`config.mk`:
```
export PLATFORM = sky130hd
export DESIGN_NAME = least_squares_line_fit
export DESIGN_NICKNAME = d
export VERILOG_FILES = /design/src/hdl/lslf_pkg.sv /design/src/hdl/least_squares_line_fit.sv /design/src/hdl/lslf_mul.sv /design/src/hdl/lslf_div.sv /design/src/hdl/lslf_datapath.sv /design/src/hdl/lslf_ctrl.sv
export SDC_FILE = /design/constraint.sdc
export NUM_CORES = 2
export LEC_CHECK = 0
export ABC_CLOCK_PERIOD_IN_PS = 17800
export BUFFER_PORTS_ARGS = -buffer_cell sky130_fd_sc_hd__buf_2
export CORE_ASPECT_RATIO = 0.5
export CORE_MARGIN = 4
export CORE_UTILIZATION = 41
export CTS_CLUSTER_SIZE = 28
export DETAILED_ROUTE_END_ITERATION = 16
export PLACE_DENSITY = 0.57
export SLEW_MARGIN = 30
export SYNTH_ARGS = -nofsm -noshare
export SYNTH_HDL_FRONTEND = slang
export SYNTH_SLANG_ARGS = --single-unit
```
`constraint.sdc`:
```
create_clock -name clk -period 17.8 [get_ports clk]
set_clock_uncertainty 0.2 [all_clocks]
set_input_delay 2.67 -clock clk [delete_from_list [all_inputs] [get_ports clk]]
set_output_delay 2.67 -clock clk [all_outputs]
set_load 0.005 [all_outputs]
```
`src/hdl/lslf_pkg.sv`:
```
// Shared types and constants for the least-squares line fit block.
// Used by the datapath, the controller and the divider.
// No dependencies.
`default_nettype none

package lslf_pkg;

	// Field widths of the point and result beats
	localparam int X_W     = 16;
	localparam int Y_W     = 16;
	localparam int RES_W   = 32;
	// y is Q8.8, results are Q16.16: quotients are scaled by 2^8
	localparam int FRAC_SH = 8;

	localparam logic [RES_W-1:0] RES_MAX = 32'h7FFF_FFFF;
	localparam logic [RES_W-1:0] RES_MIN = 32'h8000_0000;

	// Product slots of the final computation, in issue order
	localparam logic [2:0] MUL_N_SXX   = 3'd0;
	localparam logic [2:0] MUL_SX_SX   = 3'd1;
	localparam logic [2:0] MUL_N_SXY   = 3'd2;
	localparam logic [2:0] MUL_SX_SY   = 3'd3;
	localparam logic [2:0] MUL_SY_SXX  = 3'd4;
	localparam logic [2:0] MUL_SX_SXY  = 3'd5;
	localparam logic [2:0] MUL_LAST    = MUL_SX_SXY;

	// Quotient slots
	localparam logic DIV_SLOPE = 1'b0;
	localparam logic DIV_ICPT  = 1'b1;

	// Controller to datapath commands
	typedef struct packed {
		logic       acc_en;
		logic       acc_clr;
		logic       mul_start;
		logic       mul_store;
		logic [2:0] mul_sel;
		logic       diff_en;
		logic       div_start;
		logic       div_store;
		logic       div_sel;
		logic       out_load;
	} lslf_cmd_t;

	// Datapath to controller status
	typedef struct packed {
		logic mul_done;
		logic div_done;
		logic den_pos;
	} lslf_sts_t;

endpackage

`default_nettype wire

```
`src/hdl/least_squares_line_fit.sv`:
```
// Least-squares straight-line fit over a stream of points.
// Input beats (s_*) carry one point each: x (signed integer) and y (signed
// Q8.8); s_tlast marks the last point of a data set. Points are accumulated
// one per cycle while s_tready is high, into the count and the sums of x, y,
// x*y and x*x; points past MAX_POINTS are dropped, but a dropped last point
// still closes the set. After the last point the block drops s_tready and
// computes six products on a shift-add multiplier, the denominator and
// numerators, then, unless the fit is degenerate, two quotients on a
// restoring divider. The sums are cleared for the next set.
// One output beat per set: slope and intercept in Q16.16, truncated toward
// zero and saturated, with m_tuser set when the denominator is zero (values
// then zero). The result waits in an output register; while it is stalled the
// block keeps accepting points of the next set, and only holds its next result.
// Reset clears the sums, drops m_tvalid and raises s_tready.
// Depends on lslf_pkg, lslf_ctrl, lslf_datapath.
`default_nettype none

module least_squares_line_fit
	import lslf_pkg::*;
#(
	parameter int MAX_POINTS = 4096
) (
	input  wire logic                  clk,
	input  wire logic                  arst_n,
	input  wire logic                  s_tvalid,
	output logic                       s_tready,
	input  wire logic [X_W+Y_W-1:0]    s_tdata,   // [15:0] point_x, [31:16] point_y
	input  wire logic                  s_tlast,   // is_last
	output logic                       m_tvalid,
	input  wire logic                  m_tready,
	output logic [2*RES_W-1:0]         m_tdata,   // [31:0] slope, [63:32] intercept
	output logic                       m_tuser    // degenerate
);

	lslf_cmd_t cmd;
	lslf_sts_t sts;

	lslf_ctrl u_ctrl (
		.clk     (clk),
		.arst_n  (arst_n),
		.s_tvalid(s_tvalid),
		.s_tready(s_tready),
		.s_tlast (s_tlast),
		.m_tvalid(m_tvalid),
		.m_tready(m_tready),
		.sts     (sts),
		.cmd     (cmd)
	);

	lslf_datapath #(
		.MAX_POINTS(MAX_POINTS)
	) u_dp (
		.clk      (clk),
		.arst_n   (arst_n),
		.cmd      (cmd),
		.sts      (sts),
		.in_data  (s_tdata),
		.out_data (m_tdata),
		.out_degen(m_tuser)
	);

endmodule

`default_nettype wire

```
`src/hdl/lslf_mul.sv`:
```
// Sequential shift-add multiplier: one multiplier bit per cycle, sign applied at the end.
// Standalone; instantiated by lslf_datapath.
`default_nettype none

module lslf_mul #(
	parameter int AW = 44,
	parameter int BW = 28
) (
	input  wire logic                 clk,
	input  wire logic                 arst_n,
	input  wire logic                 start,
	input  wire logic [AW-1:0]        a_mag,
	input  wire logic [BW-1:0]        b_mag,
	input  wire logic                 neg,
	output logic                      done,
	output logic [AW+BW:0]            prod
);

	localparam int PW = AW + BW + 1;
	localparam int CW = $clog2(BW);
	localparam logic [CW-1:0] LAST = CW'(BW - 1);

	logic          busy_q;
	logic          fin_q;
	logic          done_q;
	logic [CW-1:0] cnt_q;
	logic [PW-1:0] a_q;
	logic [BW-1:0] b_q;
	logic [PW-1:0] acc_q;
	logic          neg_q;
	logic [PW-1:0] prod_q;

	// iteration control
	always_ff @(posedge clk or negedge arst_n) begin
		if (!arst_n) begin
			busy_q <= 1'b0;
			fin_q  <= 1'b0;
			done_q <= 1'b0;
			cnt_q  <= '0;
		end else begin
			done_q <= fin_q;
			fin_q  <= busy_q && (cnt_q == LAST);
			if (start) begin
				busy_q <= 1'b1;
				cnt_q  <= '0;
			end else if (busy_q) begin
				cnt_q <= cnt_q + CW'(1);
				if (cnt_q == LAST)
					busy_q <= 1'b0;
			end
		end
	end

	// shift-add datapath
	always_ff @(posedge clk) begin
		if (start) begin
			a_q   <= PW'(a_mag);
			b_q   <= b_mag;
			acc_q <= '0;
			neg_q <= neg;
		end else if (busy_q) begin
			if (b_q[0])
				acc_q <= acc_q + a_q;
			a_q <= a_q << 1;
			b_q <= b_q >> 1;
		end
		if (fin_q)
			prod_q <= neg_q ? (~acc_q + PW'(1)) : acc_q;
	end

	assign done = done_q;
	assign prod = prod_q;

endmodule

`default_nettype wire

```
`src/hdl/lslf_div.sv`:
```
// Restoring divider: (|num| * 2^8) / den, one quotient bit per cycle, Q16.16 saturation.
// Depends on lslf_pkg; instantiated by lslf_datapath.
`default_nettype none

module lslf_div
	import lslf_pkg::*;
#(
	parameter int DW = 74
) (
	input  wire logic             clk,
	input  wire logic             arst_n,
	input  wire logic             start,
	input  wire logic [DW-1:0]    num,   // two's complement
	input  wire logic [DW-1:0]    den,   // positive
	output logic                  done,
	output logic [RES_W-1:0]      quo
);

	localparam int SW = DW + FRAC_SH;
	localparam int CW = $clog2(SW);
	localparam int QW = RES_W + 1;
	localparam logic [CW-1:0] LAST = CW'(SW - 1);

	logic          busy_q;
	logic          fin_q;
	logic          done_q;
	logic [CW-1:0] cnt_q;
	logic [SW-1:0] dv_q;
	logic [DW-1:0] rem_q;
	logic [DW-1:0] den_q;
	logic [QW-1:0] q_q;
	logic          ovf_q;
	logic          neg_q;
	logic [RES_W-1:0] quo_q;

	logic [DW-1:0] num_mag;
	logic [DW-1:0] rem_sh;
	logic          ge;
	logic [DW-1:0] rem_nx;
	logic          pos_sat;
	logic          neg_sat;

	assign num_mag = num[DW-1] ? (~num + DW'(1)) : num;

	// one long-division step; rem_q < den < 2^(DW-1) keeps the shift in range
	assign rem_sh = {rem_q[DW-2:0], dv_q[SW-1]};
	assign ge     = (rem_sh >= den_q);
	assign rem_nx = ge ? (rem_sh - den_q) : rem_sh;

	// saturation of the final magnitude
	assign pos_sat = ovf_q | q_q[QW-1] | q_q[QW-2];
	assign neg_sat = ovf_q | (q_q > {1'b0, RES_MIN});

	always_ff @(posedge clk or negedge arst_n) begin
		if (!arst_n) begin
			busy_q <= 1'b0;
			fin_q  <= 1'b0;
			done_q <= 1'b0;
			cnt_q  <= '0;
		end else begin
			done_q <= fin_q;
			fin_q  <= busy_q && (cnt_q == LAST);
			if (start) begin
				busy_q <= 1'b1;
				cnt_q  <= '0;
			end else if (busy_q) begin
				cnt_q <= cnt_q + CW'(1);
				if (cnt_q == LAST)
					busy_q <= 1'b0;
			end
		end
	end

	always_ff @(posedge clk) begin
		if (start) begin
			dv_q  <= {num_mag, {FRAC_SH{1'b0}}};
			rem_q <= '0;
			den_q <= den;
			q_q   <= '0;
			ovf_q <= 1'b0;
			neg_q <= num[DW-1];
		end else if (busy_q) begin
			dv_q  <= dv_q << 1;
			rem_q <= rem_nx;
			ovf_q <= ovf_q | q_q[QW-1];
			q_q   <= {q_q[QW-2:0], ge};
		end
		if (fin_q) begin
			if (neg_q)
				quo_q <= neg_sat ? RES_MIN : (~q_q[RES_W-1:0] + RES_W'(1));
			else
				quo_q <= pos_sat ? RES_MAX : q_q[RES_W-1:0];
		end
	end

	assign done = done_q;
	assign quo  = quo_q;

endmodule

`default_nettype wire

```
`src/hdl/lslf_datapath.sv`:
```
// Datapath of the line fit: running sums, product and difference registers,
// the shared multiplier and divider, and the result register.
// Depends on lslf_pkg, lslf_mul, lslf_div.
`default_nettype none

module lslf_datapath
	import lslf_pkg::*;
#(
	parameter int MAX_POINTS = 4096
) (
	input  wire logic                  clk,
	input  wire logic                  arst_n,
	input  wire lslf_cmd_t             cmd,
	output lslf_sts_t                  sts,
	input  wire logic [X_W+Y_W-1:0]    in_data,
	output logic [2*RES_W-1:0]         out_data,
	output logic                       out_degen
);

	localparam int C     = $clog2(MAX_POINTS);
	localparam int CNT_W = $clog2(MAX_POINTS + 1);
	localparam int SXW   = X_W + C;
	localparam int SYW   = Y_W + C;
	localparam int SPW   = X_W + Y_W + C;
	localparam int AW    = SPW;
	localparam int BW    = (SXW > SYW) ? SXW : SYW;
	localparam int PW    = AW + BW + 1;
	localparam int DW    = PW + 1;

	// running sums
	logic [CNT_W-1:0] cnt_q;
	logic [SXW-1:0]   sx_q;
	logic [SYW-1:0]   sy_q;
	logic [SPW-1:0]   sxy_q;
	logic [SPW-1:0]   sxx_q;

	logic signed [X_W-1:0]     x;
	logic signed [Y_W-1:0]     y;
	logic signed [X_W+Y_W-1:0] xy;
	logic signed [X_W+Y_W-1:0] xx;

	assign x  = in_data[X_W-1:0];
	assign y  = in_data[X_W +: Y_W];
	assign xy = x * y;
	assign xx = x * x;

	always_ff @(posedge clk or negedge arst_n) begin
		if (!arst_n) begin
			cnt_q <= '0;
			sx_q  <= '0;
			sy_q  <= '0;
			sxy_q <= '0;
			sxx_q <= '0;
		end else if (cmd.acc_clr) begin
			cnt_q <= '0;
			sx_q  <= '0;
			sy_q  <= '0;
			sxy_q <= '0;
			sxx_q <= '0;
		end else if (cmd.acc_en && (cnt_q < CNT_W'(MAX_POINTS))) begin
			// points beyond the capacity are dropped
			cnt_q <= cnt_q + CNT_W'(1);
			sx_q  <= sx_q + {{C{x[X_W-1]}}, x};
			sy_q  <= sy_q + {{C{y[Y_W-1]}}, y};
			sxy_q <= sxy_q + {{C{xy[X_W+Y_W-1]}}, xy};
			sxx_q <= sxx_q + {{C{xx[X_W+Y_W-1]}}, xx};
		end
	end

	// multiplier operand select: a is the wide factor, b the narrow one
	logic [AW-1:0] a_s;
	logic [BW:0]   b_s;
	logic [AW-1:0] a_mag;
	logic [BW:0]   b_abs;
	logic          mul_neg;
	logic          mul_done;
	logic [PW-1:0] prod;

	logic [AW-1:0] sx_a;
	logic [AW-1:0] sy_a;
	logic [BW:0]   n_b;
	logic [BW:0]   sx_b;
	logic [BW:0]   sy_b;

	assign sx_a = {{(AW-SXW){sx_q[SXW-1]}}, sx_q};
	assign sy_a = {{(AW-SYW){sy_q[SYW-1]}}, sy_q};
	assign n_b  = {{(BW+1-CNT_W){1'b0}}, cnt_q};
	assign sx_b = {{(BW+1-SXW){sx_q[SXW-1]}}, sx_q};
	assign sy_b = {{(BW+1-SYW){sy_q[SYW-1]}}, sy_q};

	always_comb begin
		unique case (cmd.mul_sel)
			MUL_N_SXX:  begin a_s = sxx_q; b_s = n_b;  end
			MUL_SX_SX:  begin a_s = sx_a;  b_s = sx_b; end
			MUL_N_SXY:  begin a_s = sxy_q; b_s = n_b;  end
			MUL_SX_SY:  begin a_s = sy_a;  b_s = sx_b; end
			MUL_SY_SXX: begin a_s = sxx_q; b_s = sy_b; end
			MUL_SX_SXY: begin a_s = sxy_q; b_s = sx_b; end
			default:    begin a_s = '0;    b_s = '0;   end
		endcase
	end

	assign a_mag   = a_s[AW-1] ? (~a_s + AW'(1)) : a_s;
	assign b_abs   = b_s[BW] ? (~b_s + (BW+1)'(1)) : b_s;
	assign mul_neg = a_s[AW-1] ^ b_s[BW];

	lslf_mul #(
		.AW(AW),
		.BW(BW)
	) u_mul (
		.clk   (clk),
		.arst_n(arst_n),
		.start (cmd.mul_start),
		.a_mag (a_mag),
		.b_mag (b_abs[BW-1:0]),
		.neg   (mul_neg),
		.done  (mul_done),
		.prod  (prod)
	);

	// product slots
	logic [PW-1:0] p_nsxx_q;
	logic [PW-1:0] p_sxsx_q;
	logic [PW-1:0] p_nsxy_q;
	logic [PW-1:0] p_sxsy_q;
	logic [PW-1:0] p_sysxx_q;
	logic [PW-1:0] p_sxsxy_q;

	always_ff @(posedge clk) begin
		if (cmd.mul_store) begin
			unique case (cmd.mul_sel)
				MUL_N_SXX:  p_nsxx_q  <= prod;
				MUL_SX_SX:  p_sxsx_q  <= prod;
				MUL_N_SXY:  p_nsxy_q  <= prod;
				MUL_SX_SY:  p_sxsy_q  <= prod;
				MUL_SY_SXX: p_sysxx_q <= prod;
				MUL_SX_SXY: p_sxsxy_q <= prod;
				default:    ;
			endcase
		end
	end

	// denominator and the two numerators
	logic [DW-1:0] den_q;
	logic [DW-1:0] nums_q;
	logic [DW-1:0] numi_q;

	always_ff @(posedge clk) begin
		if (cmd.diff_en) begin
			den_q  <= {p_nsxx_q[PW-1], p_nsxx_q} - {p_sxsx_q[PW-1], p_sxsx_q};
			nums_q <= {p_nsxy_q[PW-1], p_nsxy_q} - {p_sxsy_q[PW-1], p_sxsy_q};
			numi_q <= {p_sysxx_q[PW-1], p_sysxx_q} - {p_sxsxy_q[PW-1], p_sxsxy_q};
		end
	end

	logic den_pos;
	assign den_pos = ~den_q[DW-1] & (|den_q);

	// quotients
	logic [DW-1:0]    div_num;
	logic             div_done;
	logic [RES_W-1:0] quo;
	logic [RES_W-1:0] slope_q;
	logic [RES_W-1:0] icpt_q;

	assign div_num = (cmd.div_sel == DIV_SLOPE) ? nums_q : numi_q;

	lslf_div #(
		.DW(DW)
	) u_div (
		.clk   (clk),
		.arst_n(arst_n),
		.start (cmd.div_start),
		.num   (div_num),
		.den   (den_q),
		.done  (div_done),
		.quo   (quo)
	);

	always_ff @(posedge clk) begin
		if (cmd.div_store) begin
			if (cmd.div_sel == DIV_SLOPE)
				slope_q <= quo;
			else
				icpt_q <= quo;
		end
	end

	// result register, holds while the receiver stalls
	logic [RES_W-1:0] out_slope_q;
	logic [RES_W-1:0] out_icpt_q;
	logic             out_degen_q;

	always_ff @(posedge clk) begin
		if (cmd.out_load) begin
			out_slope_q <= den_pos ? slope_q : '0;
			out_icpt_q  <= den_pos ? icpt_q : '0;
			out_degen_q <= ~den_pos;
		end
	end

	assign out_data = {out_icpt_q, out_slope_q};
	assign out_degen = out_degen_q;

	assign sts.mul_done = mul_done;
	assign sts.div_done = div_done;
	assign sts.den_pos  = den_pos;

endmodule

`default_nettype wire

```
`src/hdl/lslf_ctrl.sv`:
```
// Controller of the line fit: accumulation, product, quotient and output sequencing.
// Depends on lslf_pkg; drives lslf_datapath through lslf_cmd_t.
`default_nettype none

module lslf_ctrl
	import lslf_pkg::*;
(
	input  wire logic      clk,
	input  wire logic      arst_n,
	input  wire logic      s_tvalid,
	output logic           s_tready,
	input  wire logic      s_tlast,
	output logic           m_tvalid,
	input  wire logic      m_tready,
	input  wire lslf_sts_t sts,
	output lslf_cmd_t      cmd
);

	localparam logic [2:0] S_ACC      = 3'd0;
	localparam logic [2:0] S_MUL_GO   = 3'd1;
	localparam logic [2:0] S_MUL_WAIT = 3'd2;
	localparam logic [2:0] S_DIFF     = 3'd3;
	localparam logic [2:0] S_CHECK    = 3'd4;
	localparam logic [2:0] S_DIV_GO   = 3'd5;
	localparam logic [2:0] S_DIV_WAIT = 3'd6;
	localparam logic [2:0] S_OUT      = 3'd7;

	logic [2:0] state_q;
	logic [2:0] state_d;
	logic [2:0] k_q;
	logic [2:0] k_d;
	logic       d_q;
	logic       d_d;
	logic       valid_q;
	logic       accept;

	assign s_tready = (state_q == S_ACC);
	assign accept   = s_tready && s_tvalid;
	assign m_tvalid = valid_q;

	// next state and commands
	always_comb begin
		state_d = state_q;
		k_d     = k_q;
		d_d     = d_q;
		cmd     = '0;
		cmd.mul_sel = k_q;
		cmd.div_sel = d_q;
		unique case (state_q)
			S_ACC: begin
				cmd.acc_en = accept;
				if (accept && s_tlast) begin
					k_d     = MUL_N_SXX;
					state_d = S_MUL_GO;
				end
			end
			S_MUL_GO: begin
				cmd.mul_start = 1'b1;
				state_d       = S_MUL_WAIT;
			end
			S_MUL_WAIT: begin
				if (sts.mul_done) begin
					cmd.mul_store = 1'b1;
					if (k_q == MUL_LAST) begin
						state_d = S_DIFF;
					end else begin
						k_d     = k_q + 3'd1;
						state_d = S_MUL_GO;
					end
				end
			end
			S_DIFF: begin
				// sums are no longer needed once all products are taken
				cmd.diff_en = 1'b1;
				cmd.acc_clr = 1'b1;
				state_d     = S_CHECK;
			end
			S_CHECK: begin
				d_d     = DIV_SLOPE;
				state_d = sts.den_pos ? S_DIV_GO : S_OUT;
			end
			S_DIV_GO: begin
				cmd.div_start = 1'b1;
				state_d       = S_DIV_WAIT;
			end
			S_DIV_WAIT: begin
				if (sts.div_done) begin
					cmd.div_store = 1'b1;
					if (d_q == DIV_ICPT) begin
						state_d = S_OUT;
					end else begin
						d_d     = DIV_ICPT;
						state_d = S_DIV_GO;
					end
				end
			end
			S_OUT: begin
				if (!valid_q || m_tready) begin
					cmd.out_load = 1'b1;
					state_d      = S_ACC;
				end
			end
			default: state_d = S_ACC;
		endcase
	end

	always_ff @(posedge clk or negedge arst_n) begin
		if (!arst_n) begin
			state_q <= S_ACC;
			k_q     <= MUL_N_SXX;
			d_q     <= DIV_SLOPE;
			valid_q <= 1'b0;
		end else begin
			state_q <= state_d;
			k_q     <= k_d;
			d_q     <= d_d;
			if (cmd.out_load)
				valid_q <= 1'b1;
			else if (m_tready)
				valid_q <= 1'b0;
		end
	end

endmodule

`default_nettype wire
```
## Word-level counts from Yosys, hierarchy flattened

Index checks and enable logic that the tools add are counted.

| operators by class | value |
|---|---|
| order comparisons | 3 |
| bitwise logic cells | 13 |
| eq/ne operators | 19 |
| muxes and demuxes | 63 |
| $add $sub $neg | 18 |
| $mul | 2 |
| reduce and logical (&&, ||, !) cells | 32 |

Operators by type and width:

| operator | count |
|---|---|
| $mux W44 | 7 |
| $sub A73 B73 Y74 | 3 |
| $mux W28 | 7 |
| $pmux W44 S4 | 1 |
| $mux W82 | 2 |
| $mux W74 | 2 |
| $mux W73 | 2 |
| $mux W32 | 3 |
| $add A44 B44 Y44 | 2 |
| $pmux W29 S3 | 1 |
| $add A74 B1 Y74 const B | 1 |
| $ge A74 B74 Y1 | 1 |
| $not A74 Y74 | 1 |
| $reduce_or A74 Y1 | 1 |
| $add A73 B1 Y73 const B | 1 |
| $add A73 B73 Y73 | 1 |
| $not A73 Y73 | 1 |
| $sub A73 B73 Y73 | 1 |
| $mul A16 B16 Y32 | 2 |
| $add A28 B28 Y28 | 2 |
| $add A44 B1 Y44 const B | 1 |
| $not A44 Y44 | 1 |
| $gt A33 B32 Y1 const B | 1 |
| $add A32 B1 Y32 const B | 1 |
| 37 further kinds | 104 |

| word-level totals | value |
|---|---|
| output and inout bits | 67 |
| word-level logic and storage cells | 194 |
| input port bits | 37 |
| flip-flop bits (word level) | 1508 |

## Logic depth before layout (Yosys ltp)

| depth | value |
|---|---|
| depth after elaboration | 7 |
| gate-level depth with buffers | 43 |
| mapped depth without buffers | 41 |

## Modules after synthesis

From an unflattened synthesis, not the netlist that was laid out.

| second synthesis, totals | value |
|---|---|
| cell total of the unflattened synthesis | 11025 |
| area, all modules | 108064.9 µm² |

By module, submodules not included:

| module | times used | cells each | sequential area each (µm²) | area an instance (µm²) |
|---|---|---|---|---|
| lslf_datapath | 1 | 7287 | 27621.5 | 73805.8 |
| lslf_div | 1 | 2091 | 7827.5 | 18451.4 |
| lslf_mul | 1 | 1581 | 6626.4 | 15222.1 |
| lslf_ctrl | 1 | 66 | 200.2 | 585.6 |

## Least setup slack after synthesis

OpenSTA, ideal clock, no wires.

| path | value |
|---|---|
| path type | input-to-reg |
| from | input s_tdata[1] |
| to | register u_dp.sxy_q[42] |
| buffers on the path | 3 |
| cell stages on the path | 39 |
| slack | 6.380 ns |
| arrival | 11.087 ns |
| cell sequence | clkbuf_1 -> clkbuf_1 -> and2_1 -> fa_1 -> inv_1 -> fa_1 -> inv_1 -> ha_1 -> fa_1 -> inv_1 -> fa_1 -> fa_1 -> inv_1 -> ha_1 -> o211ai_1 -> a21oi_1 -> o41ai_1 -> a21oi_1 -> [3 not listed] -> a21oi_1 -> nor2b_1 -> o21a_1 -> o41ai_1 -> xnor2_1 -> ha_1 -> clkbuf_1 -> a21oi_1 -> nor2_1 -> o21a_1 -> o21ai_0 -> nand2b_1 -> a41oi_1 -> o31ai_1 -> a2111o_1 -> a31oi_1 -> xor2_1 -> o21ai_0 |

| on the way | value |
|---|---|
| cells in the longest elaborated chain, start to end | 4 |

RTL lines:

| item | line | RTL |
|---|---|---|
| start: declaration | least_squares_line_fit.sv:27 | `input wire logic [X_W+Y_W-1:0] s_tdata,` |
| $mul A16 B16 Y32 | lslf_datapath.sv:44 | `assign xy = x * y;` |
| $add A44 B44 Y44 | lslf_datapath.sv:65 | `sxy_q <= sxy_q + {{C{xy[X_W+Y_W-1]}}, xy};` |
| $mux W44 | lslf_datapath.sv:60 | `end else if (cmd.acc_en && (cnt_q < CNT_W'(MAX_POINTS))) begin` |
| $mux W44 | lslf_datapath.sv:54 | `end else if (cmd.acc_clr) begin` |
| end signal: assignment | lslf_datapath.sv:65 |  |
| end: declaration | lslf_datapath.sv:34 | `logic [SPW-1:0] sxy_q;` |

No other way between the ends. The select of a mux whose other input is x is not followed.
A chain may end at the register's enable or synchronous reset.

## Worst setup path in the final report

| path | value |
|---|---|
| from | input s_tdata[7] |
| to | register u_dp.sxx_q[40] |

| on the way | value |
|---|---|
| cells in the longest elaborated chain, start to end | 4 |

RTL lines:

| item | line | RTL |
|---|---|---|
| $mul A16 B16 Y32 | lslf_datapath.sv:45 | `assign xx = x * x;` |
| $add A44 B44 Y44 | lslf_datapath.sv:66 | `sxx_q <= sxx_q + {{C{xx[X_W+Y_W-1]}}, xx};` |
| $mux W44 | lslf_datapath.sv:60 |  |
| $mux W44 | lslf_datapath.sv:54 |  |
| end signal: assignment | lslf_datapath.sv:66 |  |
| end: declaration | lslf_datapath.sv:35 | `logic [SPW-1:0] sxx_q;` |

No other way between the ends. The select of a mux whose other input is x is not followed.

==> results.md <==
- CTS tree: done
- Slowest cell on the critical path: a2111oi_0
- Number of core rows: 130
- Vias: 74,241
- Full die area: 0.263 mm^2
- Synth async-reset ratio: 0.121
- Max IR drop VDD: 0.000485 V
- Initial antenna violation count: 3
- Cell count after synthesis: 10,514
- Netlist cell types: 90
- Area of the core: 0.252 mm^2
- Run status: completed
- CTS root buffer: clkbuf_16
- # hold bufs at CTS: 0
- Worst Hold Class: reg -> reg
- Crit. End Element: flip-flop
- Leak: 0.0511 uW
- Post-CTS Setup Bufs: 0
- Die Wd: 721 um
- First-pass GRT wire length: 409 mm
- Largest net degree at the start of global routing: 194
- Vias per cell: 5.33
- Max-cap violations: 0
- Placer Congestion: 0.890
- EDFF count, synth: 1,116
- Reg2Reg Depth: 15
- Worst EP arrival: 13.01 ns
- Worst hold stages: 0
- Synth top area share: 0.321
- Power Total: 20,200 uW
- GRT Util Overall: 0.194
- R2r setup slk: 11.89 ns
- # IOs: 104
- #FFs+latches synth: 1,508
- Detailed placement HPWL: 194 mm
- Post_cts resized: 0
- Mean Syn Cell Area: 9.93 um^2
- Vias in the first global route: 72,947
- Routed Antenna Nets: 0
- Hold path start: u_dp.den_q[35]
- Synth Flop Type: edfxtp_1
- Max H-tree Level: 4
- Synth top area cells: edfxtp_1, fa_1, ha_1
- Setup TNS: 0 ns
- Fmax: 0.0795 GHz
- CP startpoint kind: input pin
- DRC violations left: 0
- CTS Buffer Depth: 4
- CTS buffer count: 159
- Area grow syn2layout: 8.58%
- Final hold viol count: 0
- Post-synthesis sequential area ratio: 0.405
- Grt ovf: 0
- WP data required: 18.24 ns
- Die Y: 365 um
- RSZ-0062 raised after global routing: false
- Worst-path clk slew: 0.06 ns
- Hold Crit Endpoint: u_dp.u_div.den_q[35]
- Worst Path Max Fanout: 27
- FF-to-FF Start: u_ctrl.d_q
- Routed WL: 258 mm
- First-pass iteration count of the detailed router: 6
- Latest clock arrival within the worst-skew pair: 0.85 ns
- Critical path origin: s_tdata[7]
- Count of final setup violators: 0
- Slew @ Worst Pin: 1.09 ns
- Reg2reg end: u_dp.u_div.dv_q[76]
- Rel. slew slack: 0.273
- Most frequent cells in the layout: inv_1, edfxtp_1, nand2_1
- Filler Cell Count: 24,041
- Period Utilization, post-route: 0.706
- Avg WL per Cell: 18.5 um
- Layout Nets: 11,669
- Clock Sinks: 1,508
- Worst path max stage delay: 0.85 ns
- Area leader, netlist: edfxtp_1
- Mapped Area: 0.104 mm^2
- Port Buffer Count: 103
- Pwr Density: 179 mW/mm^2
- Share of cells above drive strength 1: 0.0490
- Mapped Nets: 11,752
- Synth warnings: 0
- Commonest non-fill, non-tap cell in the layout: inv_1
- Initial core utilization: 0.414
- Fin crit period: 12.57 ns
- WS Path Type: in -> reg
- Initial DRC Count: 4,966
- Max Slew Vio Count: 0
## area by class of cell
class / instances / area [um^2] / area share
multi-input combinational: 7437 / 56300 / 0.497
tap: 3366 / 4210 / 0.0372
sequential: 1508 / 42300 / 0.373
inverter: 1135 / 4270 / 0.0377
antenna: 3 / 7.51 / 0.0000663
timing repair buffer: 190 / 1220 / 0.0107
clock buffer: 219 / 4420 / 0.0390
clock inverter: 60 / 583 / 0.00515
## cell families (layout without fill, tap and decap cells)
group                    Yosys count  count (layout)  share of synthesized area
AO/OA/AOI/OAI                   2629            2629                      0.157
XOR/XNOR                         745             745                     0.0625
adder cells (fa/ha/maj)         1201            1201                      0.180
buffers and inverters           1569            1604                     0.0566
flip-flops                      1508            1508                      0.405
multiplexers                     150             150                     0.0146
other                              0               3                          0
AND/OR/NAND/NOR                 2712            2712                      0.123
## power breakdown
group	switching [uW]	total [uW]	internal, uW
Clock	1400	3270	1870
Sequential	0.00000000000000398	3730	3730
Combinational	8050	13200	5190
Total	9450	20200	10800
## cells in the mapped netlist, types with 23 or more instances
cell type and n:
a211oi_1 59, a21boi_0 23, a21o_1 377, a21oi_1 736, a221o_1 24, a221oi_1 46, a22o_1 39, a31oi_1 89
and2_1 255, and3_1 84, buf_1 42, clkbuf_1 384, dfrtp_1 183, dfxtp_1 209, edfxtp_1 1116, fa_1 507
ha_1 694, inv_1 1126, mux2i_1 136, nand2_1 925, nand2b_1 90, nand3_1 281, nand4_1 95, nor2_1 588
nor2b_1 80, nor3_1 107, nor4_1 42, o211ai_1 31, o21a_1 75, o21ai_0 738, o21bai_1 84, o31ai_1 69
o41ai_1 23, or2_2 25, or3_1 56, xnor2_1 464, xor2_1 281
## worst max path at each step
stage                     endpoint  slack (ns)  cells past startpoint
floorplan           u_dp.sxy_q[42]        6.38                     39
global placement    u_dp.sxx_q[40]        4.29                     35
detailed placement  u_dp.sxx_q[40]        4.47                     35
CTS                 u_dp.sxx_q[40]        5.31                     35
global route        u_dp.sxx_q[40]        4.56                     34
finish              u_dp.sxx_q[40]        5.23                     35
## flip-flops by register name, indices dropped and copies added, names as in the netlist, 74 cells and up
register	flops
u_dp.den_q	74
u_dp.u_div.den_q	74
u_dp.nums_q	74
u_dp.numi_q	74
u_dp.u_div.dv_q	74
## through the flow
stage	hold slack [ns]	setup WS, ns	util	cell area [um^2]	cells
after global placement	0.227	4.29	0.429	108000	13631
after detailed placement	0.230	4.47	0.429	108000	13636
after floorplan	0.221	6.38	-	104000	10514
after global routing	0.181	4.56	0.449	113000	13915
after CTS	0.178	5.31	0.449	113000	13915
final	0.181	5.23	0.449	113000	13918
## routing by layer
layer | vias up | GRT usage | wire [um]
li1 | 36684 | - | -
met1 | 35901 | 0.281 | 126000
met2 | 1355 | 0.309 | 114000
met3 | 301 | 0.0211 | 11200
met4 | 0 | 0.0485 | 6150
met5 | - | 0 | 0
## worst max-delay path: cells and delay by family
kind                     cells  cell delay, ns
XOR/XNOR                     2            0.50
AND/OR/NAND/NOR              1            0.09
buffers and inverters        8            1.63
AO/OA/AOI/OAI               16            4.08
adder cells (fa/ha/maj)      8            4.01
No activity file was read; power rests on OpenSTA's default activity.
